File: src/rtl/eo3s_pkg.sv
// shared widths, types and constants for the exact orient3d sign pipeline
package eo3s_pkg;

	// width of every coordinate port
	localparam int FIELD_W = 32;
	// low bits of each port that hold the coordinate, sign-extended from there
	localparam int COORD_BITS = 32;

	localparam int CW = COORD_BITS;
	// product of two coordinates
	localparam int PW = 2 * CW;
	// difference of two products (2d cross)
	localparam int KW = PW + 1;
	// coordinate times one half of a cross value
	localparam int PPW = 2 * CW + 1;
	// column sum of three partial products
	localparam int SW = PPW + 2;
	// full determinant
	localparam int DW = SW + CW + 1;

	// number of tie-break tests in the chain
	localparam int NUM_TB = 12;

	typedef logic signed [CW-1:0] coord_t;
	typedef logic signed [PW-1:0] prod_t;
	typedef logic signed [KW-1:0] cross_t;
	typedef logic signed [PPW-1:0] part_t;
	typedef logic signed [SW-1:0] colsum_t;
	typedef logic signed [DW-1:0] det_t;

	// one tie-break test: it decides when nz is set, and then gives ans
	typedef struct packed {
		logic nz;
		logic ans;
	} tb_test_t;

	typedef tb_test_t [NUM_TB-1:0] tb_chain_t;

endpackage

File: src/rtl/eo3s_tiebreak.sv
// priority chain that picks the first deciding tie-break test
module eo3s_tiebreak (
	input  eo3s_pkg::tb_chain_t tests,
	output logic                result
);
	import eo3s_pkg::*;

	// scan from the last test so the first deciding test wins
	always_comb begin
		result = 1'b1;
		for (int i = NUM_TB - 1; i >= 0; i--) begin
			if (tests[i].nz) begin
				result = tests[i].ans;
			end
		end
	end

endmodule

File: config.mk
export PLATFORM = sky130hd
export DESIGN_NAME = eo3s_tiebreak
export DESIGN_NICKNAME = d
export VERILOG_FILES = /design/src/rtl/eo3s_pkg.sv /design/src/rtl/eo3s_tiebreak.sv
export SDC_FILE = /design/constraint.sdc
export NUM_CORES = 1
export LEC_CHECK = 0
export BUFFER_PORTS_ARGS = -buffer_cell sky130_fd_sc_hd__buf_2
export CAP_MARGIN = 10
export CORE_AREA = 4 4 41 43
export DETAILED_ROUTE_END_ITERATION = 16
export DIE_AREA = 0 0 45 47
export PLACE_DENSITY = 0.43
export SLEW_MARGIN = 15
export SYNTH_ARGS = -nofsm -noshare
export SYNTH_HDL_FRONTEND = slang
export SYNTH_SLANG_ARGS = --single-unit
File: constraint.sdc
create_clock -name vclk -period 1.4
set_input_delay 0.07 -clock vclk [all_inputs]
set_output_delay 0.07 -clock vclk [all_outputs]
set_load 0.005 [all_outputs]
==> insert_results.sql, run 1 <==
INSERT INTO impl_metrics (metric_group, metric, value, unit) VALUES
('sta', 'min_period_over_period', '84.6', '%'),
('detailed_routing', 'drc_violations_left', '0', ''),
('cells_and_area', 'flow.area_growth_from_synthesis', '111', '%'),
('sta', 'finalSetupViolations', '0', ''),
('worst_setup_path', 'timing.critical_path.cells', 'buf_2 -> nor3b_1 -> a211o_1 -> a31oi_1 -> o2111ai_1 -> a21oi_1 -> buf_2', ''),
('synth', 'ys_seq_area_share', '0', '%'),
('worst_setup_path', 'worst_path_dominant_cell_family', 'compound AO/OA/AOI/OAI gates', ''),
('min_path', 'hold-path-cell-count', '4', ''),
('cells_and_area', 'fillers', '165', ''),
('synth', 'yosysWarningCount', '0', ''),
('synth', 'synth_top_cells_by_count', '4 x sky130_fd_sc_hd__a21oi_1, 3 x sky130_fd_sc_hd__inv_1, 3 x sky130_fd_sc_hd__nand2_1, 3 x sky130_fd_sc_hd__nor2b_1, 2 x sky130_fd_sc_hd__nor4_1', ''),
('worst_setup_path', 'worst-path-buf-inv', '2', ''),
('worst_setup_path', 'critical_path.max_fanout', '1', ''),
('worst_setup_path', 'critPathArrivalTime', '1.11', 'ns'),
('synth', 'post_synth_inst_count', '23', ''),
('synth', 'cell_type_with_the_highest_aggregate_area_in_the_netlist', 'sky130_fd_sc_hd__a21oi_1', ''),
('die', 'floorplan.initialDensity', '10.0', '%'),
('sta', 'slew-limit-headroom', '83.2', '%'),
('synth', 'most_repeated_cell_in_the_gate_level_netlist_after_synthesis', 'sky130_fd_sc_hd__a21oi_1', ''),
('run_status', 'run_status', 'finished clean', ''),
('detailed_routing', 'via_count', '248', ''),
('grt', 'overflow', '0', ''),
('synth', 'synth_cell_type_count', '13', ''),
('detailed_routing', 'detail_route.iter0.violations', '0', ''),
('grt', 'grt_max_degree', '5', ''),
('synth', 'postSynthNetCount', '47', ''),
('worst_setup_path', 'critPathLaunch', 'tests[23]', ''),
('die', 'total_die_area', '2120', 'um^2'),
('min_path', 'worst_hold_startpoint', 'tests[0]', ''),
('synth', 'synth.avg_cell_area', '5.66', 'um^2'),
('synth', 'synth_top_cell_area_share', '15.4', '%'),
('grt', 'first_global_vias', '235', ''),
('sta', 'finalHoldViolations', '0', ''),
('power', 'vdd_ir_drop_max', '46.3', 'uV'),
('synth', 'mappedNetlistArea', '130', 'um^2'),
('grt', 'initial_antenna_violation_count', '0', ''),
('detailed_routing', 'postRouteWirelength', '534', 'um'),
('worst_setup_path', 'critical_path_class', 'primary input to output pin', ''),
('die', 'ios', '25', ''),
('sta', 'timing.final.crit_period', '1.18', 'ns'),
('die', 'placement_rows', '13', ''),
('worst_setup_path', 'cpMostUsedCell', 'sky130_fd_sc_hd__buf_2', ''),
('placed_design', 'finalWeightedCongestion', '0.665', ''),
('die', 'placeableCoreArea', '1300', 'um^2'),
('detailed_routing', 'routed_vias_inst', '3.94', ''),
('worst_setup_path', 'timing.critical_path.slowest_cell_delay', '0.27', 'ns'),
('sta', 'max_slew.worst_pin.slew', '0.250', 'ns'),
('placed_design', 'post-place-cells', '63', ''),
('grt', 'grtUsageTotal', '5.19', '%'),
('cells_and_area', 'multiInputGateArea', '119', 'um^2'),
('power', 'total_power_per_unit_cell_area', '235', 'nW/um^2'),
('detailed_routing', 'detailedRoute.firstPassIterationCount', '1', ''),
('synth', 'synth_top_cells_by_area', 'sky130_fd_sc_hd__a21oi_1 15%, sky130_fd_sc_hd__nor2b_1 14%, sky130_fd_sc_hd__nor4_1 9.6%, sky130_fd_sc_hd__inv_1 8.7%, sky130_fd_sc_hd__nand2_1 8.7%', ''),
('min_path', 'holdCritPathClass', 'primary input to output pin', ''),
('cts', 'post_cts_repair_timing_setup_buffer_count', '0', ''),
('cells_and_area', 'total_area_of_sequential_cells', '0', 'um^2'),
('placed_design', 'io_buffers', '25', ''),
('die', 'dieWidth', '45', 'um'),
('grt', 'first_pass_grt_wire_length', '876', 'um'),
('cells_and_area', 'n_antenna_cell', '0', ''),
('sta', 'setup_tns_after_final_layout', '0', 'ns'),
('sta', 'rsz0062_at_grt', 'false', ''),
('cells_and_area', 'nets', '74', ''),
('cts', 'cts_hold_buffers', '0', ''),
('detailed_routing', 'route.antenna.remaining_nets', '0', ''),
('worst_setup_path', 'cp_data_required_time', '1.33', 'ns'),
('run', 'max-cap-violations', '0', ''),
('sta', 'final-max-slew-violation-count', '0', ''),
('cts', 'cts_resized', '0', ''),
('sta', 'timing.fmax', '0.844', 'GHz'),
('min_path', 'hold-path-endpoint', 'result', '');
-- metal layers --
| layer | global-route usage (%) | wire length (um) | share of wire, % |
|---|---|---|---|
| met3 | 0.383 | 75 | 14 |
| met2 | 9.60 | 242 | 45 |
| met4 | 0 | 0 | 0 |
| met5 | 0 | 0 | 0 |
| met1 | 6.97 | 216 | 40 |
-- cell families after synthesis --
family / share of synthesized area [%]
and+or+nand+nor: 42.3
AOI/OAI and AO/OA: 49.0
buffers and inverters: 8.65
-- power breakdown --
group / switching (mW) / internal (mW)
Combinational: 0.0258 / 0.0385
Clock: 0 / 0
Sequential: 0 / 0
Total: 0.0258 / 0.0385
-- worst max path at each step --
stage / cells past startpoint / end / slack [ns]
6_report: 7 / result / 0.22
3_5_place_dp: 7 / result / 0.22
4_1_cts: 7 / result / 0.21
2_1_floorplan: 5 / result / 0.48
5_1_grt: 7 / result / 0.14
3_3_place_gp: 7 / result / 0.24
-- worst min-delay path: cells and delay by family --
kind	cells	cell delay, ns
AO/OA/AOI/OAI	2	0.17
buffers and inverters	2	0.19
-- metrics by stage --
step           hold slack (ns)  setup WS (ns)  cell area [um^2]  power [mW]  utilization [%]
6_report                 0.503          0.216               274      0.0643             21.1
4_1_cts                  0.499          0.214               274      0.0657             21.1
3_3_place_gp             0.482          0.238               274      0.0652             21.1
3_5_place_dp             0.494          0.224               274      0.0655             21.1
5_1_grt                  0.535          0.137               274      0.0748             21.1
2_1_floorplan            0.286          0.480               130      0.0230                -
-- cells in the final DEF (no fill, tap or decap) --
master                      synthesis  layout
sky130_fd_sc_hd__a211o_1            1       1
sky130_fd_sc_hd__a211oi_1           1       1
sky130_fd_sc_hd__a21oi_1            4       4
sky130_fd_sc_hd__a31oi_1            1       1
sky130_fd_sc_hd__buf_2              0      25
sky130_fd_sc_hd__inv_1              3       3
sky130_fd_sc_hd__nand2_1            3       3
sky130_fd_sc_hd__nor2b_1            3       3
sky130_fd_sc_hd__nor3_1             1       1
sky130_fd_sc_hd__nor3b_1            1       1
sky130_fd_sc_hd__nor4_1             2       2
sky130_fd_sc_hd__o2111ai_1          1       1
sky130_fd_sc_hd__o211ai_1           1       1
sky130_fd_sc_hd__o21ai_0            1       1
-- area by class of cell --
type	count	share of cell area [%]
multi-input cells	20	43.4
well taps	15	6.85
repair buffers	25	45.7
inverters	3	4.11
No activity file was read; power rests on OpenSTA's default activity.
==> run 2: changes to the inputs <==
==> constraint.sdc (replaced) <==
create_clock -name vclk -period 1.15
set_input_delay 0.0575 -clock vclk [all_inputs]
set_output_delay 0.0575 -clock vclk [all_outputs]
set_load 0.005 [all_outputs]
==> insert_results.sql, run 2 (synthesis results as in run 1) <==
INSERT INTO impl_metrics (metric_group, metric, value, unit) VALUES
('sta', 'final-max-slew-violation-count', '0', ''),
('cells_and_area', 'most_common_cell_after_layout_fill_and_taps_aside', 'sky130_fd_sc_hd__buf_2', ''),
('sta', 'hold_slack', '0.454', 'ns'),
('detailed_routing', 'route.antenna.remaining_nets', '0', ''),
('grt', 'grt_max_degree', '5', ''),
('grt', 'first_pass_grt_wire_length', '917', 'um'),
('die', 'dieWidth', '45', 'um'),
('worst_setup_path', 'critPathLaunch', 'tests[23]', ''),
('detailed_routing', 'wl_per_cell', '8.41', 'um'),
('worst_setup_path', 'critical_path.startpoint_type', 'primary input', ''),
('min_path', 'holdCritPathClass', 'primary input to output pin', ''),
('run_status', 'run_status', 'finished clean', ''),
('detailed_routing', 'detailedRoute.firstPassIterationCount', '4', ''),
('cells_and_area', 'flow.area_growth_from_synthesis', '119', '%'),
('die', 'total_die_area', '2120', 'um^2'),
('placed_design', 'finalWeightedCongestion', '0.689', ''),
('cells_and_area', 'clock_buffer_count', '0', ''),
('worst_setup_path', 'timing.critical_path.slowest_cell_delay', '0.22', 'ns'),
('run', 'max-cap-violations', '0', ''),
('worst_setup_path', 'endpoint', 'result', ''),
('grt', 'initial_antenna_violation_count', '0', ''),
('cells_and_area', 'total_area_of_sequential_cells', '0', 'um^2'),
('worst_setup_path', 'cp_data_required_time', '1.09', 'ns'),
('cells_and_area', 'drive_above_1_share', '54.2', '%'),
('detailed_routing', 'routed_vias_inst', '4.19', ''),
('cts', 'cts_hold_buffers', '0', ''),
('worst_setup_path', 'critical_path_class', 'primary input to output pin', ''),
('power', 'power.total', '81.6', 'uW'),
('placed_design', 'io_buffers', '25', ''),
('detailed_routing', 'via_count', '264', ''),
('sta', 'timing.fmax', '0.898', 'GHz'),
('power', 'static-leakage-power', '0.152', 'nW'),
('cells_and_area', 'fillers', '162', ''),
('detailed_routing', 'detail_route.iter0.violations', '2', ''),
('detailed_routing', 'postRouteWirelength', '530', 'um'),
('sta', 'finalSetupViolations', '0', ''),
('grt', 'overflow', '0', ''),
('sta', 'rsz0062_at_grt', 'true', ''),
('worst_setup_path', 'critical_path.max_fanout', '1', ''),
('detailed_routing', 'drc_violations_left', '0', ''),
('die', 'floorplan.initialDensity', '10.0', '%'),
('cells_and_area', 'nets', '74', ''),
('sta', 'min_period_over_period', '96.8', '%'),
('cells_and_area', 'sequential_cell_count_of_the_final_layout', '0', ''),
('sta', 'slew-limit-headroom', '82.5', '%'),
('sta', 'timing.final.crit_period', '1.11', 'ns'),
('die', 'placeableCoreArea', '1300', 'um^2'),
('die', 'ios', '25', ''),
('sta', 'finalHoldViolations', '0', ''),
('worst_setup_path', 'critPathArrivalTime', '1.06', 'ns'),
('power', 'vdd_ir_drop_max', '71.8', 'uV'),
('power', 'total_power_per_unit_cell_area', '286', 'nW/um^2'),
('cells_and_area', 'n_antenna_cell', '0', ''),
('worst_setup_path', 'setup.worst_path.end_class', 'output pin', ''),
('die', 'fp.dieH', '47', 'um'),
('worst_setup_path', 'crit_path_top_delay_cell', 'sky130_fd_sc_hd__a211o_1', ''),
('sta', 'max_slew.worst_pin.slew', '0.261', 'ns'),
('die', 'placement_rows', '13', ''),
('cts', 'post_cts_repair_timing_setup_buffer_count', '0', ''),
('grt', 'first_global_vias', '245', ''),
('grt', 'grtUsageTotal', '5.43', '%'),
('cells_and_area', 'multiInputGateArea', '124', 'um^2'),
('worst_setup_path', 'timing.critical_path.cells', 'buf_6 -> nor3b_2 -> a211o_1 -> a31oi_1 -> o2111ai_1 -> a21oi_1 -> buf_2', ''),
('cells_and_area', 'layout.cells.most_common_list', '24 x sky130_fd_sc_hd__buf_2, 4 x sky130_fd_sc_hd__a21oi_1, 3 x sky130_fd_sc_hd__inv_1, 3 x sky130_fd_sc_hd__nor2b_1, 3 x sky130_fd_sc_hd__nand2_1', '');
## run 2: cell count changes in the layout (fill, tap and decap cells not counted)
cell / before / now
sky130_fd_sc_hd__buf_2: 25 / 24
sky130_fd_sc_hd__buf_6: 0 / 1
sky130_fd_sc_hd__nor3b_1: 1 / 0
sky130_fd_sc_hd__nor3b_2: 0 / 1
## run 2: repair_timing
action | in CTS | in global routing
resized for setup | 0 | 2
pin swaps | 2 | 3
setup endpoints to repair | 1 | 1
## run 2: cell type report
type | instances | share of cell area (%)
Timing Repair Buffer | 25 | 46.1
Multi-Input combinational cell | 20 | 43.4
Tap cell | 15 | 6.58
Inverter | 3 | 3.95
## run 2: worst min-delay path by stage
stage / slack [ns] / endpoint / start / depth (start not counted)
after floorplan: 0.26 / result / tests[11] / 3
after global routing: 0.52 / result / tests[0] / 4
after CTS: 0.46 / result / tests[0] / 4
after global placement: 0.47 / result / tests[0] / 4
after detailed placement: 0.46 / result / tests[0] / 4
final: 0.45 / result / tests[0] / 4
## run 2: metrics by stage
step	TNS (ns)	cell area [um^2]	worst slack (ns)	std cells	utilization (%)
finish	0	285	0.0365	63	21.9
global route	-0.0844	285	-0.0844	63	21.9
CTS	0	274	0.00569	63	21.1
detailed placement	0	274	0.00324	63	21.1
global placement	-0.00642	274	-0.00642	63	21.1
floorplan	0	130	0.255	23	-
## run 2: critical path, delay by kind of cell
| family | cells | cell delay [ns] |
|---|---|---|
| compound gates | 4 | 0.66 |
| simple gates | 1 | 0.14 |
| buf+inv | 2 | 0.21 |
## run 2: routing by layer
| metal | part of all wire [%] | wire (um) | global-route usage (%) |
|---|---|---|---|
| met1 | 39 | 208 | 7.19 |
| met2 | 48 | 254 | 10.2 |
| met3 | 13 | 67 | 0.383 |
| met4 | 0 | 0 | 0 |
| met5 | 0 | 0 | 0 |
## run 2: power by group
group	switching (mW)	internal, mW
registers	0	0
clock network	0	0
logic	0.0320	0.0496
